[src/sv/fim_pkg.sv]
// ----------------------------------------------------------------------------
// fim_pkg
// shared types and constants of the frame interval rate meter
// ----------------------------------------------------------------------------
`timescale 1ns / 1ps

package fim_pkg;

	localparam int TIME_W   = 48;
	localparam int DELTA_W  = 20;
	localparam int FRAMES_W = 32;
	localparam int RATE_W   = 22;
	localparam int NUM_W    = 28;
	localparam int CMD_W    = 2;
	localparam int CFG_IDX_W = 1;
	localparam int Q_DEPTH  = 2;

	localparam int unsigned RATE_NUM = 256000000;
	localparam int unsigned RATE_CAP = 2560000;

	localparam logic [DELTA_W-1:0] MAX_DELTA_RST = 20'd100000;
	localparam logic [DELTA_W-1:0] MIN_DELTA_RST = 20'd100;

	localparam logic [CMD_W-1:0] CMD_START = 2'd0;
	localparam logic [CMD_W-1:0] CMD_FRAME = 2'd1;
	localparam logic [CMD_W-1:0] CMD_STOP  = 2'd2;

	typedef enum logic [CFG_IDX_W-1:0] {
		REG_MAX_DELTA = 1'b0,
		REG_MIN_DELTA = 1'b1
	} reg_idx_t;

	typedef enum logic [3:0] {
		OP_START  = 4'b0001,
		OP_FRAME  = 4'b0010,
		OP_STOP   = 4'b0100,
		OP_IGNORE = 4'b1000
	} op_t;

	typedef struct packed {
		logic [CMD_W-1:0]  command;
		logic [TIME_W-1:0] now_us;
	} item_t;

	typedef struct packed {
		logic                status;
		logic                running;
		logic [DELTA_W-1:0]  delta_us;
		logic [TIME_W-1:0]   elapsed_us;
		logic [FRAMES_W-1:0] frames;
		logic [RATE_W-1:0]   rate_avg;
	} result_t;

	typedef struct packed {
		op_t               op;
		logic              running;
		logic [TIME_W-1:0] now_us;
	} work_t;

endpackage

[src/sv/fim_queue.sv]
// ----------------------------------------------------------------------------
// fim_queue
// two-entry queue that decouples a producer from a consumer
// ----------------------------------------------------------------------------
`timescale 1ns / 1ps

module fim_queue import fim_pkg::*; #(
	parameter type T = logic
) (
	input  logic clk,
	input  logic arst_n,
	input  logic push,
	input  T     din,
	output logic full,
	input  logic pop,
	output T     dout,
	output logic empty
);

	localparam int PTR_W = $clog2(Q_DEPTH);
	localparam int CNT_W = $clog2(Q_DEPTH + 1);

	T                 mem_q [Q_DEPTH];
	logic [PTR_W-1:0] wr_q;
	logic [PTR_W-1:0] rd_q;
	logic [CNT_W-1:0] cnt_q;
	logic             do_push;
	logic             do_pop;

	assign full    = (cnt_q == CNT_W'(Q_DEPTH));
	assign empty   = (cnt_q == '0);
	assign do_push = push & ~full;
	assign do_pop  = pop & ~empty;
	assign dout    = mem_q[rd_q];

	always_ff @(posedge clk or negedge arst_n) begin
		if (!arst_n) begin
			wr_q  <= '0;
			rd_q  <= '0;
			cnt_q <= '0;
		end else begin
			if (do_push) begin
				wr_q <= wr_q + PTR_W'(1);
			end
			if (do_pop) begin
				rd_q <= rd_q + PTR_W'(1);
			end
			if (do_push && !do_pop) begin
				cnt_q <= cnt_q + CNT_W'(1);
			end else if (do_pop && !do_push) begin
				cnt_q <= cnt_q - CNT_W'(1);
			end
		end
	end

	always_ff @(posedge clk) begin
		if (do_push) begin
			mem_q[wr_q] <= din;
		end
	end

endmodule

[src/sv/fim_front.sv]
// ----------------------------------------------------------------------------
// fim_front
// accepts commands, tracks the enable state and classifies each transaction
// ----------------------------------------------------------------------------
`timescale 1ns / 1ps

module fim_front import fim_pkg::*; (
	input  logic  clk,
	input  logic  arst_n,
	input  logic  push,
	input  item_t item,
	output logic  full,
	output logic  work_push,
	output work_t work,
	input  logic  work_full
);

	logic  en_q;
	logic  valid_s1;
	work_t work_s1;
	logic  accept;
	op_t   op_c;
	logic  en_c;

	assign work_push = valid_s1;
	assign work      = work_s1;
	assign full      = valid_s1 & work_full;
	assign accept    = push & ~full;

	always_comb begin
		op_c = OP_IGNORE;
		en_c = en_q;
		case (item.command)
			CMD_START: begin
				if (!en_q) begin
					op_c = OP_START;
					en_c = 1'b1;
				end
			end
			CMD_FRAME: begin
				if (en_q) begin
					op_c = OP_FRAME;
				end
			end
			CMD_STOP: begin
				if (en_q) begin
					op_c = OP_STOP;
					en_c = 1'b0;
				end
			end
			default: begin
				op_c = OP_IGNORE;
			end
		endcase
	end

	always_ff @(posedge clk or negedge arst_n) begin
		if (!arst_n) begin
			en_q     <= 1'b0;
			valid_s1 <= 1'b0;
		end else begin
			if (accept) begin
				en_q     <= en_c;
				valid_s1 <= 1'b1;
			end else if (!work_full) begin
				valid_s1 <= 1'b0;
			end
		end
	end

	always_ff @(posedge clk) begin
		if (accept) begin
			work_s1.op      <= op_c;
			work_s1.running <= en_c;
			work_s1.now_us  <= item.now_us;
		end
	end

endmodule

[src/sv/fim_div.sv]
// ----------------------------------------------------------------------------
// fim_div
// restoring divider, one quotient bit per cycle
// ----------------------------------------------------------------------------
`timescale 1ns / 1ps

module fim_div import fim_pkg::*; #(
	parameter int N_W = 28,
	parameter int D_W = 20
) (
	input  logic           clk,
	input  logic           arst_n,
	input  logic           start,
	input  logic [N_W-1:0] dividend,
	input  logic [D_W-1:0] divisor,
	output logic           done,
	output logic [N_W-1:0] quotient
);

	localparam int CNT_W = $clog2(N_W);

	logic             busy_q;
	logic             done_q;
	logic [CNT_W-1:0] cnt_q;
	logic [D_W-1:0]   rem_q;
	logic [N_W-1:0]   quo_q;
	logic [D_W-1:0]   dvs_q;
	logic [D_W:0]     shifted;
	logic [D_W:0]     diff;
	logic             ge;

	assign shifted  = {rem_q, quo_q[N_W-1]};
	assign diff     = shifted - {1'b0, dvs_q};
	assign ge       = (shifted >= {1'b0, dvs_q});
	assign done     = done_q;
	assign quotient = quo_q;

	always_ff @(posedge clk or negedge arst_n) begin
		if (!arst_n) begin
			busy_q <= 1'b0;
			done_q <= 1'b0;
			cnt_q  <= '0;
		end else begin
			done_q <= 1'b0;
			if (start) begin
				busy_q <= 1'b1;
				cnt_q  <= '0;
			end else if (busy_q) begin
				if (cnt_q == CNT_W'(N_W - 1)) begin
					busy_q <= 1'b0;
					done_q <= 1'b1;
				end
				cnt_q <= cnt_q + CNT_W'(1);
			end
		end
	end

	always_ff @(posedge clk) begin
		if (start) begin
			rem_q <= '0;
			quo_q <= dividend;
			dvs_q <= divisor;
		end else if (busy_q) begin
			rem_q <= ge ? diff[D_W-1:0] : shifted[D_W-1:0];
			quo_q <= {quo_q[N_W-2:0], ge};
		end
	end

endmodule

[src/sv/fim_back.sv]
// ----------------------------------------------------------------------------
// fim_back
// run state, interval and rate arithmetic, rate window and result assembly
// ----------------------------------------------------------------------------
`timescale 1ns / 1ps

module fim_back import fim_pkg::*; #(
	parameter int WINDOW_DEPTH = 60
) (
	input  logic                 clk,
	input  logic                 arst_n,
	input  logic                 cfg_valid,
	input  logic [CFG_IDX_W-1:0] cfg_index,
	input  logic [DELTA_W-1:0]   cfg_data,
	input  work_t                work,
	input  logic                 work_empty,
	output logic                 work_pop,
	output result_t              res,
	output logic                 res_push,
	input  logic                 res_full
);

	localparam int SUM_W  = $clog2(WINDOW_DEPTH * RATE_CAP + 1);
	localparam int DIV_W  = (SUM_W > NUM_W) ? SUM_W : NUM_W;
	localparam int CNT_W  = $clog2(WINDOW_DEPTH + 1);
	localparam int SLOT_W = (WINDOW_DEPTH > 1) ? $clog2(WINDOW_DEPTH) : 1;

	typedef enum logic [8:0] {
		S_IDLE   = 9'b000000001,
		S_DELTA  = 9'b000000010,
		S_CLAMP  = 9'b000000100,
		S_SAMPLE = 9'b000001000,
		S_RATE   = 9'b000010000,
		S_SUM    = 9'b000100000,
		S_AVG_GO = 9'b001000000,
		S_AVG    = 9'b010000000,
		S_EMIT   = 9'b100000000
	} state_t;

	state_t              state_q;
	op_t                 op_q;
	logic                run_q;
	logic [TIME_W-1:0]   now_q;
	logic [TIME_W-1:0]   start_q;
	logic [TIME_W-1:0]   last_q;
	logic [TIME_W-1:0]   dist_q;
	logic [DELTA_W-1:0]  delta_q;
	logic [TIME_W-1:0]   elapsed_q;
	logic [FRAMES_W-1:0] frames_q;
	logic [SUM_W-1:0]    sum_q;
	logic [SLOT_W-1:0]   slot_q;
	logic [CNT_W-1:0]    cnt_q;
	logic [RATE_W-1:0]   avg_q;
	logic [RATE_W-1:0]   inst_q;
	logic [RATE_W-1:0]   rd_q;
	logic [DELTA_W-1:0]  max_q;
	logic [DELTA_W-1:0]  min_q;
	logic [RATE_W-1:0]   win_mem [WINDOW_DEPTH];

	logic [TIME_W:0]     diff_last;
	logic [TIME_W:0]     diff_start;
	logic [RATE_W-1:0]   old_rate;
	logic                div_start;
	logic [DIV_W-1:0]    div_dvd;
	logic [DELTA_W-1:0]  div_dvs;
	logic                div_done;
	logic [DIV_W-1:0]    div_quo;

	assign diff_last  = {1'b0, now_q} - {1'b0, last_q};
	assign diff_start = {1'b0, now_q} - {1'b0, start_q};
	assign old_rate   = (cnt_q == CNT_W'(WINDOW_DEPTH)) ? rd_q : '0;
	assign work_pop   = (state_q == S_IDLE) & ~work_empty;
	assign res_push   = (state_q == S_EMIT) & ~res_full;
	assign div_start  = (state_q == S_AVG_GO) | ((state_q == S_SAMPLE) & (delta_q > min_q));
	assign div_dvd    = (state_q == S_SAMPLE) ? DIV_W'(RATE_NUM) : DIV_W'(sum_q);
	assign div_dvs    = (state_q == S_SAMPLE) ? delta_q : DELTA_W'(cnt_q);

	always_comb begin
		res.status     = (op_q == OP_IGNORE);
		res.running    = run_q;
		res.delta_us   = run_q ? delta_q : '0;
		res.elapsed_us = run_q ? elapsed_q : '0;
		res.frames     = run_q ? frames_q : '0;
		res.rate_avg   = run_q ? avg_q : '0;
	end

	fim_div #(
		.N_W(DIV_W),
		.D_W(DELTA_W)
	) u_div (
		.clk      (clk),
		.arst_n   (arst_n),
		.start    (div_start),
		.dividend (div_dvd),
		.divisor  (div_dvs),
		.done     (div_done),
		.quotient (div_quo)
	);

	always_ff @(posedge clk or negedge arst_n) begin
		if (!arst_n) begin
			max_q <= MAX_DELTA_RST;
			min_q <= MIN_DELTA_RST;
		end else if (cfg_valid) begin
			case (reg_idx_t'(cfg_index))
				REG_MAX_DELTA: max_q <= cfg_data;
				REG_MIN_DELTA: min_q <= cfg_data;
				default: begin
				end
			endcase
		end
	end

	always_ff @(posedge clk or negedge arst_n) begin
		if (!arst_n) begin
			state_q   <= S_IDLE;
			op_q      <= OP_IGNORE;
			run_q     <= 1'b0;
			start_q   <= '0;
			last_q    <= '0;
			delta_q   <= '0;
			elapsed_q <= '0;
			frames_q  <= '0;
			sum_q     <= '0;
			slot_q    <= '0;
			cnt_q     <= '0;
			avg_q     <= '0;
		end else begin
			case (state_q)
				S_IDLE: begin
					if (!work_empty) begin
						op_q  <= work.op;
						run_q <= work.running;
						case (work.op)
							OP_START: begin
								start_q   <= work.now_us;
								last_q    <= work.now_us;
								delta_q   <= '0;
								elapsed_q <= '0;
								frames_q  <= '0;
								sum_q     <= '0;
								slot_q    <= '0;
								cnt_q     <= '0;
								avg_q     <= '0;
								state_q   <= S_EMIT;
							end
							OP_FRAME: state_q <= S_DELTA;
							default:  state_q <= S_EMIT;
						endcase
					end
				end
				S_DELTA: begin
					elapsed_q <= diff_start[TIME_W] ? '0 : diff_start[TIME_W-1:0];
					last_q    <= now_q;
					frames_q  <= frames_q + FRAMES_W'(1);
					state_q   <= S_CLAMP;
				end
				S_CLAMP: begin
					delta_q <= (dist_q > TIME_W'(max_q)) ? max_q : dist_q[DELTA_W-1:0];
					state_q <= S_SAMPLE;
				end
				S_SAMPLE: begin
					state_q <= (delta_q > min_q) ? S_RATE : S_EMIT;
				end
				S_RATE: begin
					if (div_done) begin
						state_q <= S_SUM;
					end
				end
				S_SUM: begin
					sum_q <= sum_q - SUM_W'(old_rate) + SUM_W'(inst_q);
					if (cnt_q != CNT_W'(WINDOW_DEPTH)) begin
						cnt_q <= cnt_q + CNT_W'(1);
					end
					slot_q  <= (slot_q == SLOT_W'(WINDOW_DEPTH - 1)) ? '0 :
						slot_q + SLOT_W'(1);
					state_q <= S_AVG_GO;
				end
				S_AVG_GO: begin
					state_q <= S_AVG;
				end
				S_AVG: begin
					if (div_done) begin
						avg_q   <= div_quo[RATE_W-1:0];
						state_q <= S_EMIT;
					end
				end
				S_EMIT: begin
					if (!res_full) begin
						state_q <= S_IDLE;
					end
				end
				default: begin
					state_q <= S_IDLE;
				end
			endcase
		end
	end

	always_ff @(posedge clk) begin
		if (work_pop) begin
			now_q <= work.now_us;
		end
		if (state_q == S_DELTA) begin
			dist_q <= diff_last[TIME_W] ? '0 : diff_last[TIME_W-1:0];
		end
		if ((state_q == S_RATE) && div_done) begin
			inst_q <= (div_quo > DIV_W'(RATE_CAP)) ? RATE_W'(RATE_CAP) : div_quo[RATE_W-1:0];
		end
		if (state_q == S_SUM) begin
			win_mem[slot_q] <= inst_q;
		end
		rd_q <= win_mem[slot_q];
	end

endmodule

[src/sv/frame_interval_rate_meter_top.sv]
// ----------------------------------------------------------------------------
// frame_interval_rate_meter_top
// result path: start, stop and ignored commands go straight from S_IDLE to S_EMIT;
//   a frame passes S_DELTA, S_CLAMP and S_SAMPLE, then S_RATE to S_AVG if it is sampled
// back end: one transaction at a time; a sampled frame makes two 28-step divisions
//   on one divider, for the instant rate and for the window average
// reset: arst_n clears enable state, queues, counters and control registers at once;
//   the rate window is tracked by a fill count and needs no clearing pass
// ----------------------------------------------------------------------------
`timescale 1ns / 1ps

module frame_interval_rate_meter_top import fim_pkg::*; #(
	parameter int WINDOW_DEPTH = 60
) (
	input  logic                 clk,
	input  logic                 arst_n,
	input  logic                 push,
	input  item_t                item,
	output logic                 full,
	output logic                 empty,
	input  logic                 pop,
	output result_t              result,
	input  logic                 cfg_valid,
	output logic                 cfg_ready,
	input  logic [CFG_IDX_W-1:0] cfg_index,
	input  logic [DELTA_W-1:0]   cfg_data
);

	logic    fw_push;
	work_t   fw_work;
	logic    fw_full;
	logic    wb_pop;
	work_t   wb_work;
	logic    wb_empty;
	logic    rs_push;
	result_t rs_res;
	logic    rs_full;

	assign cfg_ready = 1'b1;

	fim_front u_front (
		.clk       (clk),
		.arst_n    (arst_n),
		.push      (push),
		.item      (item),
		.full      (full),
		.work_push (fw_push),
		.work      (fw_work),
		.work_full (fw_full)
	);

	fim_queue #(
		.T(work_t)
	) u_work_q (
		.clk    (clk),
		.arst_n (arst_n),
		.push   (fw_push),
		.din    (fw_work),
		.full   (fw_full),
		.pop    (wb_pop),
		.dout   (wb_work),
		.empty  (wb_empty)
	);

	fim_back #(
		.WINDOW_DEPTH(WINDOW_DEPTH)
	) u_back (
		.clk        (clk),
		.arst_n     (arst_n),
		.cfg_valid  (cfg_valid),
		.cfg_index  (cfg_index),
		.cfg_data   (cfg_data),
		.work       (wb_work),
		.work_empty (wb_empty),
		.work_pop   (wb_pop),
		.res        (rs_res),
		.res_push   (rs_push),
		.res_full   (rs_full)
	);

	fim_queue #(
		.T(result_t)
	) u_res_q (
		.clk    (clk),
		.arst_n (arst_n),
		.push   (rs_push),
		.din    (rs_res),
		.full   (rs_full),
		.pop    (pop),
		.dout   (result),
		.empty  (empty)
	);

endmodule

[config.mk]
export PLATFORM = sky130hd
export DESIGN_NAME = frame_interval_rate_meter_top
export DESIGN_NICKNAME = d
export VERILOG_FILES = /design/src/sv/fim_pkg.sv /design/src/sv/fim_queue.sv /design/src/sv/fim_front.sv /design/src/sv/fim_div.sv /design/src/sv/fim_back.sv /design/src/sv/frame_interval_rate_meter_top.sv
export SDC_FILE = /design/constraint.sdc
export NUM_CORES = 2
export LEC_CHECK = 0
export ABC_AREA = 0
export BUFFER_PORTS_ARGS = -buffer_cell sky130_fd_sc_hd__buf_2
export CORE_ASPECT_RATIO = 2
export CORE_MARGIN = 3
export CORE_UTILIZATION = 62
export DETAILED_ROUTE_END_ITERATION = 16
export PLACE_DENSITY = 0.8
export SYNTH_ARGS = -nofsm -noshare
export SYNTH_HDL_FRONTEND = slang
export SYNTH_SLANG_ARGS = --single-unit
[constraint.sdc]
create_clock -name clk -period 10 [get_ports clk]
set_input_delay 1 -clock clk [delete_from_list [all_inputs] [get_ports clk]]
set_output_delay 1 -clock clk [all_outputs]
set_load 0.01 [all_outputs]
==> metrics.cfg <==
[sta]
worst_pin_slew_ns=1.48
finalSetupTns_ns=0
finalCritPeriodShare_pct=47.2
maxSlewViolCount=0
clock.fmax_mhz=212
skew_ns=0.0654
finalHoldViolCount=0
relSlewSlack_pct=0.273
setup_viol=0
rsz0062_at_grt=no
final.setup.worst_slack_ns=5.28
finalCriticalPeriod_ns=4.72

[yosys]
synth_edf_count=1893
synthTopCellsByArea=edfxtp_1 (61%), dfrtp_1 (8.5%), a22oi_1 (2.8%)
synth_top_area_share_pct=61.0
netlist.top_cell.by_area=edfxtp_1
yosysWarningCount=0
ys_ff_latch=2264
syn_area_mm2=0.0933
synthFlopType=edfxtp_1
async_reset_ff_share_pct=14.5
syn_inst=6341
synth.distinct_cells=98
ys_seq_area_share_pct=70.7
syn_nets=6633
syn_area_per_cell_um2=14.7

[critical_path]
cpPeakStageDelay_ns=1.13
worst_setup_path_end_kind=register
required_ns=10.75
crit_end=u_back.rd_q[21]$_DFF_P_
rr_worst_depth=8
path_depth=8
slowest_stage=a41oi_1
worstSetupPathType=reg2reg
r2r_setup_slack_ns=5.28
worstSetupStartpointType=register
crit_chain=nor2b_1 > and2_4 > buf_4 > buf_4 > a22oi_1 > a41oi_1 > a21oi_1 > o211ai_1
critical_path_buf_inv_count=2
critPathMostFrequentCell=buf_4
r2r_start=u_back.slot_q[1]$_DFFE_PN0P_
path_max_fanout=41
critical_path.startpoint=u_back.slot_q[1]$_DFFE_PN0P_
crit_family=compound AO/OA/AOI/OAI gates
worstPathArrival_ns=5.47
r2r_end=u_back.rd_q[21]$_DFF_P_

[cts]
cts_buffers=183
cts_root_buffer=clkbuf_16
ctsResizeCount=0
clk_path_buf_depth=4
path_clk_slew_ns=0.07
post_cts_buffers=0
cts_max_level=4
ctsHoldBuffers=0
clk_latency_ns=0.84
cts_tree=built
clock-sinks=2264

[global_routing]
grt-ovfl-total=0
grt_max_degree=165
grt_usage_pct=32.7
antenna_found_initial=11
grt_pass1_wl_um=373000
grt_pass1_vias=58900

[route]
drc=0
via_count=57900
first_pass_iters=7
ant_nets=0
finalWirelength_um=256000
wl_per_cell_um=29.7
drt_iter0_markers=6493
via_per_inst=6.73

[placement]
io_buffers=201
hpwl_um=162000
gp_congestion=0.950
dp_slack_ns=5.50
placed_cells=8267
place_area_mm2=0.0970

[finish]
seq_area_mm2=0.0659
mostFrequentLayoutCells=edfxtp_1 (1893), a22oi_1 (353), dfrtp_1 (312), inv_1 (298), nor2_1 (286)
final_common_cell=edfxtp_1
finalCoreUtilization_pct=69.3
multi_input_area_mm2=0.0255
final_area_mm2=0.103
layout-drive-gt1-share_pct=15.1
fill_cells=9328
nets=6825
final_cells=8600
area_delta_synth_final_pct=10.7

[power_and_ir_drop]
cellLeakagePower_uw=0.0359
ir_worst_vdd_mv=0.201
p_per_area_mw_per_mm2=245

[die]
rows=200
die_y_um=554
core_mm2=0.149
start_util_pct=62.6
die_area_mm2=0.155
die_w_um=280
pin_count=203

[outcome]
status=finished, violations left
violations=max-capacitance violations

[min_path]
hold_path.class=in2async

[run]
cap_violations=1

## layer usage
metal  up-vias  global-route usage (%)  wire length, µm
met5         -                       0               39
met1     28500                    34.8            79900
met2      3551                    56.1           129000
met4         6                    28.7            26700
met3      1024                    5.40            20500
li1      24800                       -                -
## how the worst min path moves through the flow
stage | endpoint | slack, ns | cells past startpoint
floorplan | u_work_q.mem_q[0][0]$_DFFE_PP_ | 0.42 | 0
finish | u_back.elapsed_q[21]$_DFFE_PN0P_ | 0.12 | 1
CTS | u_back.elapsed_q[21]$_DFFE_PN0P_ | 0.1 | 1
global route | u_back.elapsed_q[20]$_DFFE_PN0P_ | 0.14 | 1
detailed placement | u_work_q.mem_q[0][31]$_DFFE_PP_ | 0.43 | 0
global placement | u_work_q.mem_q[0][51]$_DFFE_PP_ | 0.42 | 0
## cell families after synthesis
| family | after synthesis | share of synthesized area (%) |
|---|---|---|
| xor+xnor | 163 | 1.53 |
| compound gates | 1589 | 12.0 |
| fa+ha+maj | 216 | 3.10 |
| simple gates | 1189 | 6.32 |
| flops | 2264 | 70.7 |
| other cells | 1 | 0.00402 |
| buf+inv | 631 | 2.61 |
| mux | 288 | 3.79 |
## synth_stat cells (125+ instances only)
library cell / n
a21oi_1: 259
a22o_1: 176
a22oi_1: 353
a31oi_1: 125
and2_1: 189
clkbuf_1: 246
dfrtp_1: 318
edfxtp_1: 1893
ha_1: 191
inv_1: 298
mux2_2: 210
nand2_1: 243
nor2_1: 351
o21ai_0: 200
## state kept, by name, indices dropped and copies added, names as in the netlist, 5 cells and up
name	flops
u_back.win_mem	1320
u_res_q.mem_q	248
u_work_q.mem_q	106
u_front.work	53
u_back.dist_q	48
u_back.elapsed_q	48
u_back.last_q	48
u_back.now_q	48
u_back.start_q	48
u_back.frames_q	32
u_back.sum_q	28
u_back.u_div.quotient	28
u_back.avg_q	22
u_back.inst_q	22
u_back.rd_q	22
u_back.delta_q	20
u_back.max_q	20
u_back.min_q	20
u_back.u_div.dvs_q	20
u_back.u_div.rem_q	20
u_back.state_q	9
u_back.cnt_q	6
u_back.slot_q	6
u_back.u_div.cnt_q	5
## final cells by class
class / count / area share (%)
clock inverters: 109 / 1.27
flip-flops and latches: 2264 / 63.9
inverters: 299 / 1.09
repair buffers: 339 / 2.06
multi-input cells: 3446 / 24.7
clock buffers: 220 / 4.67
diodes: 4 / 0.00970
well taps: 1919 / 2.33
## where the power goes
part	total, µW	internal, µW	switching, µW
Sequential	11600	11100	498
Combinational	6290	2470	3820
Clock	7450	4120	3330
## stage by stage
stage | hold slack (ns) | total power (µW)
final | 0.116 | 25300
after global routing | 0.137 | 26400
after CTS | 0.0980 | 25300
after detailed placement | 0.430 | 18000
after global placement | 0.423 | 17800
after floorplan | 0.421 | 16100
Power figures use the tool's default switching activity.
